[config.mk]
export PLATFORM = sky130hd
export DESIGN_NAME = lzgd_parser
export DESIGN_NICKNAME = d
export VERILOG_FILES = /design/src/sv/lzgd_pkg.sv /design/src/sv/lzgd_parser.sv
export SDC_FILE = /design/constraint.sdc
export NUM_CORES = 1
export LEC_CHECK = 0
export CAP_MARGIN = 20
export CORE_MARGIN = 2
export CORE_UTILIZATION = 35
export DETAILED_ROUTE_END_ITERATION = 16
export DONT_BUFFER_PORTS = 1
export HOLD_SLACK_MARGIN = 0.12
export PLACE_DENSITY = 0.61
export SLEW_MARGIN = 20
export SYNTH_ARGS = -nofsm -noshare
export SYNTH_HDL_FRONTEND = slang
export SYNTH_SLANG_ARGS = --single-unit
[constraint.sdc]
create_clock -name clk_i -period 14.01 [get_ports clk_i]
set_input_delay 2.802 -clock clk_i [delete_from_list [all_inputs] [get_ports clk_i]]
set_output_delay 2.802 -clock clk_i [all_outputs]
set_load 0.05 [all_outputs]
[src/sv/lzgd_pkg.sv]
// Shared types and constants for the LZ77 gamma decompressor.
// Used by lzgd_parser and lz77_gamma_decompressor_core; no dependencies.
`default_nettype none

package lzgd_pkg;

  localparam int unsigned HistAw    = 16;  // history address width (64 Ki bytes)
  localparam int unsigned CountW    = 17;  // byte counts and positions
  localparam int unsigned AccW      = 16;  // field accumulator
  localparam int unsigned SmallW    = 5;   // bit counters and prefix count
  localparam int unsigned MaxPrefix = 15;

  // Largest number of bytes the window keeps.
  localparam logic [CountW-1:0] WindowSize   = 17'h10000;
  localparam logic [CountW-1:0] OutLengthRst = 17'h10000;

  typedef enum logic [1:0] {
    FUNC_BIT     = 2'd0,
    FUNC_DRAIN   = 2'd1,
    FUNC_RESTART = 2'd2,
    FUNC_NOP     = 2'd3
  } func_e;

  typedef enum logic [2:0] {
    ST_OK           = 3'd0,
    ST_EMPTY_WINDOW = 3'd1,
    ST_LONG_PREFIX  = 3'd2,
    ST_COPY_OVERRUN = 3'd3,
    ST_BAD_OFFSET   = 3'd4
  } status_e;

  // What one accepted transaction asks of the datapath.
  typedef struct packed {
    logic              emit;      // a result follows
    logic              from_mem;  // byte comes from the history read
    logic [7:0]        lit_byte;  // literal byte, or zero for an error
    logic              last;
    status_e           status;
    logic              wr_en;     // store the byte in history
    logic [HistAw-1:0] wr_addr;
    logic              rd_en;     // read history for a copy byte
    logic [HistAw-1:0] rd_addr;
  } step_t;

endpackage

`default_nettype wire

[src/sv/lzgd_parser.sv]
// Bit-level parser of the compressed stream: flag, literal, gamma length,
// offset and copy bookkeeping. Depends on lzgd_pkg.
`default_nettype none

module lzgd_parser (
  input  wire                            clk_i,
  input  wire                            rst_ni,
  input  wire                            accept_i,
  input  wire lzgd_pkg::func_e           func_i,
  input  wire                            stream_bit_i,
  input  wire [lzgd_pkg::CountW-1:0]     out_length_i,
  output lzgd_pkg::step_t                step_o
);
  import lzgd_pkg::*;

  typedef enum logic [5:0] {
    PH_FLAG    = 6'b000001,
    PH_LITERAL = 6'b000010,
    PH_PREFIX  = 6'b000100,
    PH_SUFFIX  = 6'b001000,
    PH_OFFSET  = 6'b010000,
    PH_COPY    = 6'b100000
  } phase_e;

  phase_e              phase_q, phase_d;
  logic [CountW-1:0]   produced_q, produced_d;
  logic [CountW-1:0]   base_q, base_d;
  logic [SmallW-1:0]   left_q, left_d;
  logic [AccW-1:0]     acc_q, acc_d;
  logic [SmallW-1:0]   prefix_q, prefix_d;
  logic [CountW-1:0]   remain_q, remain_d;
  logic [CountW-1:0]   src_q, src_d;
  logic                stopped_q, stopped_d;

  logic [CountW-1:0]   wnd;
  logic [SmallW-1:0]   off_bits;
  logic [AccW-1:0]     acc_sh;
  logic                len_done;
  logic [CountW-1:0]   len_val;
  logic                put;
  logic                put_done;
  logic [CountW-1:0]   prod_inc;
  logic [CountW-1:0]   slide_gap;
  logic [CountW:0]     end_pos;

  // Bit length of (w - 1): the offset width that covers a window of w bytes.
  function automatic logic [SmallW-1:0] offset_width(input logic [CountW-1:0] w);
    logic [CountW-1:0] wm1;
    logic [SmallW-1:0] n;
    wm1 = w - 1'b1;
    n   = '0;
    for (int i = 0; i < CountW; i++) begin
      if (wm1[i]) n = SmallW'(i + 1);
    end
    if (w == '0) n = '0;
    return n;
  endfunction

  assign wnd       = produced_q - base_q;
  assign off_bits  = offset_width(wnd);
  assign acc_sh    = {acc_q[AccW-2:0], stream_bit_i};
  assign prod_inc  = produced_q + 1'b1;
  assign slide_gap = prod_inc - base_q;

  always_comb begin
    phase_d    = phase_q;
    produced_d = produced_q;
    base_d     = base_q;
    left_d     = left_q;
    acc_d      = acc_q;
    prefix_d   = prefix_q;
    remain_d   = remain_q;
    src_d      = src_q;
    stopped_d  = stopped_q;
    len_done   = 1'b0;
    len_val    = '0;
    put        = 1'b0;
    put_done   = 1'b0;
    end_pos    = '0;
    step_o          = '0;
    step_o.status   = ST_OK;
    step_o.wr_addr  = produced_q[HistAw-1:0];
    step_o.rd_addr  = src_q[HistAw-1:0];

    if (func_i == FUNC_RESTART) begin
      phase_d    = PH_FLAG;
      produced_d = '0;
      base_d     = '0;
      left_d     = '0;
      acc_d      = '0;
      prefix_d   = '0;
      remain_d   = '0;
      src_d      = '0;
      stopped_d  = 1'b0;
    end else if (!stopped_q && func_i == FUNC_BIT) begin
      case (phase_q)
        PH_FLAG: begin
          if (!stream_bit_i) begin
            phase_d = PH_LITERAL;
            left_d  = SmallW'(8);
            acc_d   = '0;
          end else if (produced_q == base_q) begin
            stopped_d     = 1'b1;
            step_o.emit   = 1'b1;
            step_o.status = ST_EMPTY_WINDOW;
          end else begin
            phase_d  = PH_PREFIX;
            prefix_d = '0;
          end
        end
        PH_LITERAL: begin
          acc_d  = acc_sh;
          left_d = left_q - 1'b1;
          if (left_q == SmallW'(1)) begin
            put             = 1'b1;
            put_done        = 1'b1;
            step_o.lit_byte = acc_sh[7:0];
          end
        end
        PH_PREFIX: begin
          if (stream_bit_i) begin
            if (prefix_q >= SmallW'(MaxPrefix)) begin
              stopped_d     = 1'b1;
              step_o.emit   = 1'b1;
              step_o.status = ST_LONG_PREFIX;
            end else begin
              prefix_d = prefix_q + 1'b1;
            end
          end else begin
            acc_d = '0;
            if (prefix_q == '0) begin
              len_done = 1'b1;
              len_val  = CountW'(2);
            end else begin
              phase_d = PH_SUFFIX;
              left_d  = prefix_q;
            end
          end
        end
        PH_SUFFIX: begin
          acc_d  = acc_sh;
          left_d = left_q - 1'b1;
          if (left_q == SmallW'(1)) begin
            len_done = 1'b1;
            len_val  = (CountW'(1) << prefix_q) + {1'b0, acc_sh} + 1'b1;
          end
        end
        PH_OFFSET: begin
          acc_d  = acc_sh;
          left_d = left_q - 1'b1;
          if (left_q == SmallW'(1)) begin
            if ({1'b0, acc_sh} >= wnd) begin
              stopped_d     = 1'b1;
              step_o.emit   = 1'b1;
              step_o.status = ST_BAD_OFFSET;
            end else begin
              src_d   = base_q + {1'b0, acc_sh};
              phase_d = PH_COPY;
            end
          end
        end
        default: begin
          // hold: bits are dropped while a copy waits
        end
      endcase
    end else if (!stopped_q && func_i == FUNC_DRAIN) begin
      if (phase_q == PH_COPY && remain_q != '0) begin
        step_o.rd_en    = 1'b1;
        step_o.from_mem = 1'b1;
        src_d           = src_q + 1'b1;
        remain_d        = remain_q - 1'b1;
        put             = 1'b1;
        put_done        = (remain_q == CountW'(1));
      end
    end

    // Length complete: check against out_length, then set up the offset.
    if (len_done) begin
      remain_d = len_val;
      end_pos  = {1'b0, produced_q} + {1'b0, len_val};
      if (end_pos > {1'b0, out_length_i}) begin
        stopped_d     = 1'b1;
        step_o.emit   = 1'b1;
        step_o.status = ST_COPY_OVERRUN;
      end else if (off_bits == '0) begin
        src_d   = base_q;
        phase_d = PH_COPY;
      end else begin
        phase_d = PH_OFFSET;
        left_d  = off_bits;
        acc_d   = '0;
      end
    end

    // Store one byte, advance the count, slide the window after a whole item.
    if (put) begin
      step_o.emit  = 1'b1;
      step_o.wr_en = 1'b1;
      produced_d   = prod_inc;
      if (put_done) begin
        phase_d = PH_FLAG;
        if (slide_gap > WindowSize) base_d = prod_inc - WindowSize;
      end
      step_o.last = (prod_inc >= out_length_i);
      if (prod_inc >= out_length_i) stopped_d = 1'b1;
    end
  end

  always_ff @(posedge clk_i or negedge rst_ni) begin
    if (!rst_ni) begin
      phase_q    <= PH_FLAG;
      produced_q <= '0;
      base_q     <= '0;
      left_q     <= '0;
      acc_q      <= '0;
      prefix_q   <= '0;
      remain_q   <= '0;
      src_q      <= '0;
      stopped_q  <= 1'b0;
    end else if (accept_i) begin
      phase_q    <= phase_d;
      produced_q <= produced_d;
      base_q     <= base_d;
      left_q     <= left_d;
      acc_q      <= acc_d;
      prefix_q   <= prefix_d;
      remain_q   <= remain_d;
      src_q      <= src_d;
      stopped_q  <= stopped_d;
    end
  end

endmodule

`default_nettype wire

Yosys cells after proc, flatten, opt, wreduce, memory -nomap -nowiden
Index checks and enable logic that the tools add are counted.
- add/subtract/negate cells: 13
- order comparisons: 5
- eq/ne operators: 16
- shifts and indexed selects: 1
- multiplexer cells: 140
- reductions and logical operators: 19
- operators with widths (operator ; number):
    $mux W17 ; 24
    $mux W5 ; 30
    $mux W16 ; 6
    $mux W6 ; 13
    $add A17 B1 Y17 const B ; 3
    $mux W1 ; 43
    $add A17 B16 Y17 ; 2
    $pmux W17 S2 ; 1
    $sub A17 B1 Y17 const B ; 2
    $sub A17 B17 Y17 ; 2
    $pmux W16 S2 ; 1
    $mux W8 ; 3
    $add A17 B17 Y18 ; 1
    $gt A18 B17 Y1 ; 1
    $mux W3 ; 6
    $pmux W6 S3 ; 1
    $eq A17 B1 Y1 const B ; 1
    $eq A17 B17 Y1 ; 1
    $ge A16 B17 Y1 ; 1
    $ge A17 B17 Y1 ; 1
    $gt A17 B17 Y1 const B ; 1
    $logic_not A17 Y1 ; 1
    $reduce_bool A17 Y1 ; 1
    $shl A1 B5 Y17 const A ; 1
    32 further kinds ; 47
- register bits: 101
- input bits: 23
- output and inout bits: 48
- logic and storage cells: 203

Logic depth before layout (Yosys ltp)
Gate-level depths: netlist (run 1).
- depth in word-level cells: 26
- gate-level depth with buffers: 38
- mapped depth without buffers: 37

Worst setup path before layout (run 1)
No wires, ideal clock.
- path type: input -> output
- start: in func_i[1]
- end: out step_o[47] (netlist bit)
- arrival: 8.920 ns
- required time: 11.208 ns
- slack: 2.288 ns
- stages on the path: 29
- buffers on the path: 2
- cell sequence: nor3_1 -> nand3_1 -> or4b_2 -> clkbuf_1 -> buf_1 -> nor2_1 -> ha_1 -> inv_1 -> fa_1 -> nor2b_1 -> o21ai_0 -> a21boi_0 -> o21ai_0 -> a21boi_0 -> o21ai_0 -> a21boi_0 -> or4_1 -> a31oi_1 -> o21ai_0 -> xnor2_1 -> ha_1 -> nand4_1 -> nor3_1 -> nand3_1 -> o21ai_0 -> nand2_1 -> or3_1 -> nand2_1 -> or3b_2
- RTL lines (item ; line ; RTL):
    start, declared ; lzgd_parser.sv:9 ; input wire lzgd_pkg::func_e func_i,
    end, declared ; lzgd_parser.sv:12 ; output lzgd_pkg::step_t step_o

==> run_summary.xml, run 1 <==
<?xml version="1.0" encoding="UTF-8"?>
<metrics>
  <group name="layout">
    <metric name="final_layout_size_suffix_gt1_frac" unit="">0.0629</metric>
    <metric name="fill_cells" unit="">3595</metric>
    <metric name="final_cells" unit="">2013</metric>
    <metric name="final_design_area_no_fill" unit="mm^2">0.0129</metric>
    <metric name="final_core_utilization" unit="">0.374</metric>
    <metric name="syn2layout_area_growth" unit="%">5.82</metric>
    <metric name="finalNetCount" unit="">1726</metric>
    <metric name="ff_latch_area" unit="mm^2">0.00248</metric>
    <metric name="multiInputGateArea" unit="mm^2">0.00900</metric>
  </group>
  <group name="placed_design">
    <metric name="placed_cell_area" unit="mm^2">0.0126</metric>
    <metric name="detailed_place_hpwl" unit="um">33400</metric>
    <metric name="place_inst" unit="">1996</metric>
    <metric name="finalWeightedCongestion" unit="">0.925</metric>
    <metric name="port_buffers" unit="">0</metric>
    <metric name="preCtsSetupSlack" unit="ns">1.89</metric>
  </group>
  <group name="logic_synthesis">
    <metric name="synth_seq_cells" unit="">99</metric>
    <metric name="post_synthesis_sequential_area_ratio" unit="">0.203</metric>
    <metric name="synthDominantAreaCellType" unit="">dfrtp_1</metric>
    <metric name="netlist_area" unit="mm^2">0.0122</metric>
    <metric name="synth_cells" unit="">1587</metric>
    <metric name="ys_top_cells_by_count" unit="">nor2_1 (152), ha_1 (146), nand2_1 (136), o21ai_0 (133), a21oi_1 (110)</metric>
    <metric name="synthAdderAreaFrac" unit="">0.159</metric>
    <metric name="avgSynthCellArea" unit="um^2">7.68</metric>
    <metric name="synth_async_sr_flop_share" unit="">1.00</metric>
    <metric name="post_synthesis_net_count" unit="">1761</metric>
    <metric name="muxShareOfSynthArea" unit="">0.0237</metric>
    <metric name="synth_edf_count" unit="">0</metric>
    <metric name="synth_top_flop_cell" unit="">dfrtp_1</metric>
    <metric name="yosys.area.top_type_share" unit="">0.201</metric>
    <metric name="main_combinational_cell_family_by_area_after_synthesis" unit="">compound AO/OA/AOI/OAI gates</metric>
    <metric name="post-synth-top-count-cell" unit="">nor2_1</metric>
    <metric name="synth-compound-area-share" unit="">0.258</metric>
    <metric name="yosysWarnings" unit="">0</metric>
    <metric name="post_synth_main_area_contributors" unit="">dfrtp_1 (20%), ha_1 (15%), o21ai_0 (5.5%), nor2_1 (4.7%), a21oi_1 (4.5%)</metric>
    <metric name="xor_xnor_share_of_the_synthesized_area" unit="">0.0504</metric>
    <metric name="netlist-cell-type-count" unit="">101</metric>
    <metric name="synth_simple_gate_area_share" unit="">0.244</metric>
  </group>
  <group name="worst_setup_path">
    <metric name="critical_path.endpoint" unit="">step_o[47]</metric>
    <metric name="reg2reg_setup_slack" unit="ns">5.88</metric>
    <metric name="crit_path_start_kind" unit="">primary input</metric>
    <metric name="arrival" unit="ns">9.45</metric>
    <metric name="critPathTopFamily" unit="">simple AND/OR/NAND/NOR gates</metric>
    <metric name="critical_path_class" unit="">in2out</metric>
    <metric name="crit_path_frequent_cell" unit="">o21ai_0</metric>
    <metric name="cp_slowest_cell" unit="">or4b_2</metric>
    <metric name="reg2regPathDepth" unit="">33</metric>
    <metric name="cpPeakStageDelay" unit="ns">0.93</metric>
    <metric name="cp_num_cells" unit="">27</metric>
    <metric name="worst-endpoint-required" unit="ns">11.21</metric>
    <metric name="crit_path_start" unit="">func_i[1]</metric>
    <metric name="worstReg2RegEnd" unit="">src_q[0]</metric>
    <metric name="crit_end_element" unit="">output port</metric>
    <metric name="crit_fanout" unit="">20</metric>
    <metric name="cp.buffers_inverters" unit="">1</metric>
    <metric name="reg2reg_from" unit="">prefix_q[0]</metric>
  </group>
  <group name="routing">
    <metric name="detail-route-antenna-nets" unit="">0</metric>
    <metric name="post_drt_wl_per_cell" unit="um">21.1</metric>
    <metric name="viasPerCell" unit="">5.95</metric>
    <metric name="drt_iter0_markers" unit="">1104</metric>
    <metric name="detail_route.first_pass.iterations" unit="">6</metric>
    <metric name="detail_route.wirelength" unit="um">42500</metric>
    <metric name="drc_violation_count_after_routing" unit="">0</metric>
    <metric name="routed-via-count" unit="">12000</metric>
  </group>
  <group name="global_routing">
    <metric name="first_global_vias" unit="">11100</metric>
    <metric name="groute.layer.met1.usage" unit="">0.323</metric>
    <metric name="top_usage_layer" unit="">met2</metric>
    <metric name="global_route_wire_length_before_repair" unit="um">64900</metric>
    <metric name="global_route.overflow_total" unit="">0</metric>
    <metric name="grt_use_total" unit="">0.232</metric>
    <metric name="grt_use_met3" unit="">0.0434</metric>
    <metric name="global_route.usage.met2" unit="">0.363</metric>
    <metric name="grt_max_degree" unit="">100</metric>
    <metric name="grt_antenna_before_repair" unit="">2</metric>
  </group>
  <group name="clock_network">
    <metric name="htreeDepth" unit="">3</metric>
    <metric name="post_cts.repair.setup_buffers" unit="">0</metric>
    <metric name="postCtsResizedCells" unit="">0</metric>
    <metric name="cts_root_buf" unit="">clkbuf_16</metric>
    <metric name="cts_hold_buf" unit="">0</metric>
    <metric name="cts_buffers" unit="">9</metric>
    <metric name="cts_sink_count" unit="">99</metric>
    <metric name="worst_skew_pair.late_latency" unit="ns">0.38</metric>
    <metric name="cts.reportedPaths.clkPinSlew" unit="ns">0.07</metric>
    <metric name="cts_tree" unit="">yes</metric>
    <metric name="cts_max_path_buffers" unit="">2</metric>
  </group>
  <group name="sta">
    <metric name="worst_slew_margin_rel" unit="">0.281</metric>
    <metric name="setup_repair_after_global_routing_missed_its_margin" unit="">false</metric>
    <metric name="finalClockSkew" unit="ns">0.0128</metric>
    <metric name="setup_viol" unit="">0</metric>
    <metric name="hold_viol_final" unit="">0</metric>
    <metric name="hold_ws" unit="ns">0.520</metric>
    <metric name="number_of_pins_with_negative_max_slew_slack_in_the_final_report" unit="">0</metric>
    <metric name="post-route-min-period" unit="ns">12.25</metric>
    <metric name="max_freq" unit="MHz">81.6</metric>
    <metric name="fin_crit_sh" unit="">0.875</metric>
    <metric name="setup_slack" unit="ns">1.76</metric>
    <metric name="worst_pin_slew" unit="ns">1.07</metric>
    <metric name="tns" unit="ns">0</metric>
  </group>
  <group name="outcome">
    <metric name="run_status" unit="">finished, final reports clean</metric>
  </group>
  <group name="floorplan">
    <metric name="ios" unit="">71</metric>
    <metric name="design.core.area" unit="mm^2">0.0345</metric>
    <metric name="initial_standard_cell_utilization_of_the_core" unit="">0.354</metric>
    <metric name="dieHeight" unit="um">191</metric>
    <metric name="die_area" unit="mm^2">0.0363</metric>
    <metric name="row_count" unit="">68</metric>
    <metric name="fp.dieW" unit="um">191</metric>
  </group>
  <group name="power">
    <metric name="switching_share" unit="">0.365</metric>
    <metric name="p_total" unit="mW">0.779</metric>
    <metric name="p_leak" unit="nW">6.10</metric>
    <metric name="sequentialPowerShare" unit="">0.460</metric>
    <metric name="switching_component_of_the_power" unit="mW">0.285</metric>
    <metric name="power.clock.fraction" unit="">0.335</metric>
    <metric name="p_comb_frac" unit="">0.205</metric>
    <metric name="power.internal" unit="mW">0.494</metric>
    <metric name="power.density_cell_area" unit="mW/mm^2">60.4</metric>
    <metric name="irDropWorstVdd" unit="mV">0.0586</metric>
  </group>
  <group name="job">
    <metric name="max_cap_violations" unit="">0</metric>
  </group>
  <group name="hold_path">
    <metric name="timing.hold.worst.class" unit="">reg2reg</metric>
  </group>
</metrics>
[logic make-up (layout without fill, tap and decap cells)]
| family | count (synthesis) | in the layout |
|---|---|---|
| AO/OA/AOI/OAI | 479 | 479 |
| XOR/XNOR | 68 | 68 |
| adder cells (fa/ha/maj) | 152 | 152 |
| buffers and inverters | 176 | 146 |
| flip-flops | 99 | 99 |
| multiplexers | 28 | 28 |
| other | 0 | 1 |
| AND/OR/NAND/NOR | 585 | 585 |
[worst min path at each step]
stage                            start  slack (ns)            to  cells after the start
final                     remain_q[16]        0.52  remain_q[16]                      2
after global routing      remain_q[16]        0.57  remain_q[16]                      2
after CTS                 remain_q[16]        0.52  remain_q[16]                      2
after detailed placement  remain_q[16]        0.50  remain_q[16]                      2
after global placement    remain_q[14]        0.49  remain_q[14]                      2
after floorplan            remain_q[6]        0.46   remain_q[6]                      2
[sequential cells by signal, indices dropped and copies added, names as in the netlist]
signal      cells
acc_q          15
base_q         17
left_q          5
phase_q         6
prefix_q        5
produced_q     17
remain_q       17
src_q          16
stopped_q       1
[power groups by stage]
stage | clock network, mW | logic (mW) | registers, mW
5_1_grt | 0.271 | 0.181 | 0.364
3_3_place_gp | 0 | 0.155 | 0.362
4_1_cts | 0.261 | 0.157 | 0.357
2_1_floorplan | 0 | 0.123 | 0.352
6_report | 0.261 | 0.160 | 0.358
3_5_place_dp | 0 | 0.157 | 0.362
[layer usage]
metal | up-vias | routed length [um]
met4 | 2 | 944
li1 | 5727 | -
met5 | - | 13
met3 | 58 | 3540
met2 | 491 | 18500
met1 | 5690 | 19400
[cell usage in the layout, fill, tap and decap left out, types with 15 or more instances in the layout]
cell type  count
dfrtp_1       98
buf_4         20
nor3_1        65
nor2b_1       20
o21a_1        22
o21ai_0      132
nor2_1       152
ha_1         146
a21o_1        29
a21oi_1      109
a22o_1        17
nand2_1      136
inv_1        106
a31oi_1       20
nand4_1       15
and3_1        32
o22ai_1       15
nand2b_1      15
xor2_1        28
xnor2_1       39
mux2i_1       21
nand3_1       41
and2_1        22
[worst reg2reg max path: cells and delay by family (launching register included)]
family | cells | cell delay (ns)
xor gates and xnor gates | 1 | 0.18
adders and majority gates | 5 | 1.48
and+or+nand+nor | 11 | 2.43
DFF | 1 | 0.48
AOI/OAI and AO/OA | 13 | 3.06
buffers and inverters | 3 | 0.44
[layout make-up]
class / count / share of cell area
inverters: 110 / 0.0320
clock inverters: 7 / 0.00475
diodes: 1 / 0.000194
repair buffers: 20 / 0.0116
clock buffers: 9 / 0.0175
well taps: 455 / 0.0441
flip-flops and latches: 99 / 0.192
multi-input cells: 1312 / 0.698
Power figures use the tool's default switching activity.
==> run 2: changes to the inputs <==
- clock period: 14.01 -> 15.47 ns (I/O delays scaled with it)
==> run 2 against run 1 <==
Against the previous run:
- hold slack better by 0.011 ns
- final cell count about the same
- combinational power fell by 9%
- critical path depth stayed put
- design area rose by 0.16%
- largest power group unchanged
- first-iteration DRC count is 0.63% lower
- power fell by 7.5%
- routed wire length fell by 0.23%
==> run_summary.xml, run 2 (same netlist as run 1, synthesis figures left out) <==
<?xml version="1.0" encoding="UTF-8"?>
<metrics>
  <group name="layout">
    <metric name="finalNetCount" unit="">1726</metric>
    <metric name="final_cell_mix" unit="">nor2_1 (152), ha_1 (146), nand2_1 (136)</metric>
    <metric name="final_layout_size_suffix_gt1_frac" unit="">0.0629</metric>
    <metric name="antenna_cells_inserted" unit="">0</metric>
    <metric name="largestRegisters" unit="">base_q: 17 flops, produced_q: 17 flops, remain_q: 17 flops</metric>
    <metric name="syn2layout_area_growth" unit="%">5.98</metric>
    <metric name="leading_cell_type_in_the_layout_fill_and_taps_excluded" unit="">nor2_1</metric>
    <metric name="fill_cells" unit="">3549</metric>
  </group>
  <group name="routing">
    <metric name="detail-route-antenna-nets" unit="">0</metric>
    <metric name="post_drt_wl_per_cell" unit="um">21.1</metric>
    <metric name="routed-via-count" unit="">11800</metric>
    <metric name="drt_iter0_markers" unit="">1097</metric>
    <metric name="detail_route.wirelength" unit="um">42400</metric>
    <metric name="viasPerCell" unit="">5.89</metric>
    <metric name="detail_route.first_pass.iterations" unit="">6</metric>
    <metric name="drc_violation_count_after_routing" unit="">0</metric>
  </group>
  <group name="outcome">
    <metric name="run_status" unit="">finished, final reports clean</metric>
  </group>
  <group name="job">
    <metric name="max_cap_violations" unit="">0</metric>
  </group>
  <group name="clock_network">
    <metric name="htreeDepth" unit="">3</metric>
    <metric name="cts_root_buf" unit="">clkbuf_16</metric>
    <metric name="cts_hold_buf" unit="">0</metric>
    <metric name="cts_max_path_buffers" unit="">2</metric>
    <metric name="cts_sink_count" unit="">99</metric>
    <metric name="postCtsResizedCells" unit="">0</metric>
    <metric name="cts.reportedPaths.clkPinSlew" unit="ns">0.08</metric>
    <metric name="cts_buffers" unit="">9</metric>
    <metric name="worst_skew_pair.late_latency" unit="ns">0.38</metric>
    <metric name="cts_tree" unit="">yes</metric>
    <metric name="post_cts.repair.setup_buffers" unit="">0</metric>
  </group>
  <group name="floorplan">
    <metric name="design.core.area" unit="mm^2">0.0345</metric>
    <metric name="dieHeight" unit="um">191</metric>
    <metric name="ios" unit="">71</metric>
    <metric name="die_area" unit="mm^2">0.0363</metric>
    <metric name="row_count" unit="">68</metric>
    <metric name="initial_standard_cell_utilization_of_the_core" unit="">0.354</metric>
    <metric name="fp.dieW" unit="um">191</metric>
  </group>
  <group name="worst_setup_path">
    <metric name="critical_path_class" unit="">in2out</metric>
    <metric name="crit_end_element" unit="">output port</metric>
    <metric name="crit_path_start_kind" unit="">primary input</metric>
    <metric name="worst-endpoint-required" unit="ns">12.38</metric>
    <metric name="crit_path_frequent_cell" unit="">o21ai_0</metric>
    <metric name="cp_slowest_cell" unit="">or4b_2</metric>
    <metric name="cpPeakStageDelay" unit="ns">0.94</metric>
    <metric name="arrival" unit="ns">9.71</metric>
    <metric name="crit_fanout" unit="">20</metric>
    <metric name="reg2reg_setup_slack" unit="ns">7.48</metric>
  </group>
  <group name="sta">
    <metric name="number_of_pins_with_negative_max_slew_slack_in_the_final_report" unit="">0</metric>
    <metric name="hold_viol_final" unit="">0</metric>
    <metric name="setup_viol" unit="">0</metric>
    <metric name="tns" unit="ns">0</metric>
    <metric name="max_freq" unit="MHz">78.1</metric>
    <metric name="post-route-min-period" unit="ns">12.81</metric>
    <metric name="worst_pin_slew" unit="ns">1.09</metric>
    <metric name="finalClockSkew" unit="ns">0.0181</metric>
    <metric name="setup_repair_after_global_routing_missed_its_margin" unit="">false</metric>
    <metric name="worst_slew_margin_rel" unit="">0.271</metric>
    <metric name="fin_crit_sh" unit="">0.828</metric>
  </group>
  <group name="global_routing">
    <metric name="grt_max_degree" unit="">100</metric>
    <metric name="global_route.overflow_total" unit="">0</metric>
    <metric name="grt_antenna_before_repair" unit="">2</metric>
    <metric name="global_route_wire_length_before_repair" unit="um">64900</metric>
    <metric name="grt_use_total" unit="">0.232</metric>
    <metric name="first_global_vias" unit="">11100</metric>
  </group>
  <group name="power">
    <metric name="power.density_cell_area" unit="mW/mm^2">55.8</metric>
    <metric name="irDropWorstVdd" unit="mV">0.0550</metric>
    <metric name="p_total" unit="mW">0.721</metric>
    <metric name="p_leak" unit="nW">6.11</metric>
  </group>
  <group name="placed_design">
    <metric name="finalWeightedCongestion" unit="">0.925</metric>
    <metric name="port_buffers" unit="">0</metric>
    <metric name="detailed_place_hpwl" unit="um">33300</metric>
  </group>
  <group name="hold_path">
    <metric name="timing.hold.worst.class" unit="">reg2reg</metric>
  </group>
</metrics>
## run 2: cell count changes in the layout (fill, tap and decap cells not counted), sizes merged
cell | previous run | this run
bufinv | 0 | 1
clkinvlp | 2 | 1
diode | 1 | 0
## run 2: final timing paths
kind | startpoint | endpoint | depth (start not counted)
setup / recovery | func_i[1] | step_o[47] | 27
hold / removal | remain_q[6] | remain_q[6] | 2
setup reg to reg | prefix_q[0] | src_q[0] | 33
hold reg to reg | remain_q[6] | remain_q[6] | 2
max in group asynchronous | rst_ni | phase_q[0] | 0
min in group asynchronous | rst_ni | prefix_q[0] | 0
## run 2: per-layer routing
metal / up-vias / global-route usage / part of all wire
met3: 66 / 0.0497 / 0.083
li1: 5719 / - / -
met5: - / 0 / 0.00026
met4: 2 / 0.0787 / 0.028
met2: 444 / 0.353 / 0.43
met1: 5616 / 0.323 / 0.46
## run 2: report_power, final
group	internal, mW	switching (mW)
logic	0.0532	0.0922
registers	0.282	0.0419
clock network	0.129	0.123
## run 2: metrics by stage
step / util / area, um^2 / hold slack, ns / setup slack (ns) / std cells
3_5_place_dp: 0.366 / 12600 / 0.504 / 2.75 / 1996
4_1_cts: 0.375 / 12900 / 0.528 / 2.71 / 2012
5_1_grt: 0.375 / 12900 / 0.583 / 1.90 / 2012
6_report: 0.375 / 12900 / 0.530 / 2.66 / 2012
3_3_place_gp: 0.366 / 12600 / 0.489 / 2.81 / 1996
2_1_floorplan: - / 12200 / 0.461 / 3.16 / 1587
## run 2: worst max-delay path, delay by kind of cell
kind,cells,cell delay [ns]
buffers and inverters,1,0.22
AO/OA/AOI/OAI,10,1.93
AND/OR/NAND/NOR,13,3.53
adder cells (fa/ha/maj),2,0.79
XOR/XNOR,1,0.13
## run 2: area by class of cell
class | instances | area, um^2 | share of cell area
multi-input cells | 1312 | 9000 | 0.697
flip-flops and latches | 99 | 2480 | 0.192
well taps | 455 | 569 | 0.0441
inverters | 110 | 413 | 0.0320
clock buffers | 9 | 225 | 0.0174
repair buffers | 20 | 150 | 0.0116
clock inverters | 7 | 83.8 | 0.00649
==> run 3: changes to the inputs <==
- clock period: 15.47 -> 12.85 ns (I/O delays scaled with it)
==> run 3 against run 2 <==
Against the previous run:
- power is 20% higher
- sequential cell count stayed put
- setup slack worse by 1.6 ns
- first-iteration DRC count is 9.5% higher
- global-route usage hardly changed
- routed wire length is 0.27% lower
- non-clock buffer count stayed put
- die area stayed put
- combinational power is 21% higher
- final cell count stayed put
- critical path type unchanged
- critical endpoint unchanged
- highest routed layer is now met4
==> run_summary.xml, run 3 (same netlist as run 1, synthesis figures left out) <==
<?xml version="1.0" encoding="UTF-8"?>
<metrics>
  <group name="outcome">
    <metric name="run_status" unit="">finished, final reports clean</metric>
  </group>
  <group name="worst_setup_path">
    <metric name="arrival" unit="ns">9.23</metric>
    <metric name="critPathTopFamily" unit="">simple AND/OR/NAND/NOR gates</metric>
    <metric name="crit_path_frequent_cell" unit="">o21ai_0</metric>
    <metric name="worst-endpoint-required" unit="ns">10.28</metric>
    <metric name="crit_path_start" unit="">func_i[1]</metric>
    <metric name="critical_path_class" unit="">in2out</metric>
    <metric name="cp_slowest_cell" unit="">or4b_2</metric>
    <metric name="crit_end_element" unit="">output port</metric>
    <metric name="crit_path_start_kind" unit="">primary input</metric>
    <metric name="cp.buffers_inverters" unit="">0</metric>
    <metric name="crit_fanout" unit="">20</metric>
    <metric name="reg2reg_from" unit="">prefix_q[0]</metric>
    <metric name="cpPeakStageDelay" unit="ns">0.94</metric>
  </group>
  <group name="routing">
    <metric name="drc_violation_count_after_routing" unit="">0</metric>
    <metric name="detail_route.first_pass.iterations" unit="">9</metric>
    <metric name="drt_iter0_markers" unit="">1201</metric>
    <metric name="viasPerCell" unit="">5.93</metric>
    <metric name="routed-via-count" unit="">11900</metric>
    <metric name="detail_route.wirelength" unit="um">42300</metric>
    <metric name="post_drt_wl_per_cell" unit="um">21.0</metric>
    <metric name="detail-route-antenna-nets" unit="">0</metric>
  </group>
  <group name="sta">
    <metric name="tns" unit="ns">0</metric>
    <metric name="setup_slack" unit="ns">1.05</metric>
    <metric name="number_of_pins_with_negative_max_slew_slack_in_the_final_report" unit="">0</metric>
    <metric name="setup_repair_after_global_routing_missed_its_margin" unit="">false</metric>
    <metric name="max_freq" unit="MHz">84.8</metric>
    <metric name="finalClockSkew" unit="ns">0.0114</metric>
    <metric name="worst_slew_margin_rel" unit="">0.321</metric>
    <metric name="fin_crit_sh" unit="">0.918</metric>
    <metric name="worst_pin_slew" unit="ns">1.01</metric>
    <metric name="post-route-min-period" unit="ns">11.80</metric>
    <metric name="setup_viol" unit="">0</metric>
    <metric name="hold_viol_final" unit="">0</metric>
  </group>
  <group name="layout">
    <metric name="final_layout_size_suffix_gt1_frac" unit="">0.0629</metric>
    <metric name="antenna_cells_inserted" unit="">0</metric>
    <metric name="largestRegisters" unit="">base_q: 17 flops, produced_q: 17 flops, remain_q: 17 flops</metric>
    <metric name="final_core_utilization" unit="">0.375</metric>
    <metric name="leading_cell_type_in_the_layout_fill_and_taps_excluded" unit="">nor2_1</metric>
    <metric name="finalNetCount" unit="">1726</metric>
    <metric name="final_cell_mix" unit="">nor2_1 (152), ha_1 (146), nand2_1 (136)</metric>
    <metric name="final_design_area_no_fill" unit="mm^2">0.0129</metric>
    <metric name="syn2layout_area_growth" unit="%">5.98</metric>
  </group>
  <group name="power">
    <metric name="irDropWorstVdd" unit="mV">0.0529</metric>
    <metric name="p_total" unit="mW">0.865</metric>
    <metric name="power.density_cell_area" unit="mW/mm^2">67.0</metric>
    <metric name="p_leak" unit="nW">6.12</metric>
  </group>
  <group name="clock_network">
    <metric name="cts_root_buf" unit="">clkbuf_16</metric>
    <metric name="cts_tree" unit="">yes</metric>
    <metric name="worst_skew_pair.late_latency" unit="ns">0.36</metric>
    <metric name="postCtsResizedCells" unit="">0</metric>
    <metric name="cts_max_path_buffers" unit="">2</metric>
    <metric name="cts_buffers" unit="">9</metric>
    <metric name="post_cts.repair.setup_buffers" unit="">0</metric>
    <metric name="cts_sink_count" unit="">99</metric>
    <metric name="htreeDepth" unit="">3</metric>
    <metric name="cts.reportedPaths.clkPinSlew" unit="ns">0.08</metric>
    <metric name="cts_hold_buf" unit="">0</metric>
  </group>
  <group name="global_routing">
    <metric name="grt_use_total" unit="">0.231</metric>
    <metric name="global_route_wire_length_before_repair" unit="um">64900</metric>
    <metric name="grt_max_degree" unit="">100</metric>
    <metric name="global_route.overflow_total" unit="">0</metric>
    <metric name="first_global_vias" unit="">11000</metric>
    <metric name="grt_antenna_before_repair" unit="">1</metric>
  </group>
  <group name="floorplan">
    <metric name="ios" unit="">71</metric>
    <metric name="die_area" unit="mm^2">0.0363</metric>
    <metric name="initial_standard_cell_utilization_of_the_core" unit="">0.354</metric>
    <metric name="dieHeight" unit="um">191</metric>
    <metric name="row_count" unit="">68</metric>
    <metric name="design.core.area" unit="mm^2">0.0345</metric>
    <metric name="fp.dieW" unit="um">191</metric>
  </group>
  <group name="hold_path">
    <metric name="hold_start" unit="">remain_q[16]</metric>
    <metric name="timing.hold.worst.class" unit="">reg2reg</metric>
  </group>
  <group name="placed_design">
    <metric name="port_buffers" unit="">0</metric>
    <metric name="finalWeightedCongestion" unit="">0.935</metric>
    <metric name="detailed_place_hpwl" unit="um">33400</metric>
    <metric name="placed_cell_area" unit="mm^2">0.0126</metric>
    <metric name="preCtsSetupSlack" unit="ns">1.15</metric>
  </group>
  <group name="job">
    <metric name="max_cap_violations" unit="">0</metric>
  </group>
</metrics>
run 3: cell types whose count changed in the layout (fill, tap and decap cells not counted):
| cell | change |
|---|---|
| clkbuf_8 | +1 |
| clkinv_2 | +1 |
| clkinv_4 | -1 |
| clkinvlp_4 | -1 |
| inv_6 | +1 |
| inv_8 | -1 |
run 3: path summary, 6_finish.rpt:
path | endpoint | slack (ns) | cells after the start
setup / recovery | step_o[47] | 1.05 | 26
hold / removal | remain_q[16] | 0.52 | 2
setup reg to reg | src_q[0] | 4.86 | 34
hold reg to reg | remain_q[16] | 0.52 | 2
max in group asynchronous | produced_q[11] | 10.67 | 0
min in group asynchronous | prefix_q[1] | 1.89 | 0
run 3: metal layers:
layer,vias to the layer above,part of all wire,GRT usage
li1,5723,-,-
met1,5646,0.46,0.330
met2,493,0.43,0.346
met3,60,0.084,0.0444
met4,0,0.033,0.0820
met5,-,0,0
run 3: power by group:
part	total [mW]	switching [mW]	internal, mW
Sequential	0.390	0.0506	0.340
Combinational	0.175	0.111	0.0643
Clock	0.300	0.141	0.159
run 3: layout make-up:
class / count / area [um^2]
well taps: 455 / 569
flip-flops and latches: 99 / 2480
repair buffers: 20 / 150
clock buffers: 10 / 239
fillers: 3586 / 21500
clock inverters: 6 / 70.1
inverters: 110 / 413
multi-input cells: 1312 / 9000
run 3: per-stage QoR:
step / hold slack, ns / std cells
2_1_floorplan: 0.461 / 1587
5_1_grt: 0.566 / 2012
3_5_place_dp: 0.502 / 1996
4_1_cts: 0.527 / 2012
6_report: 0.523 / 2012
3_3_place_gp: 0.490 / 1996
run 3: tightest hold or removal path: cells and delay by family (launching register included):
kind	cells	cell delay (ns)
AO/OA/AOI/OAI	2	0.15
flip-flops	1	0.34
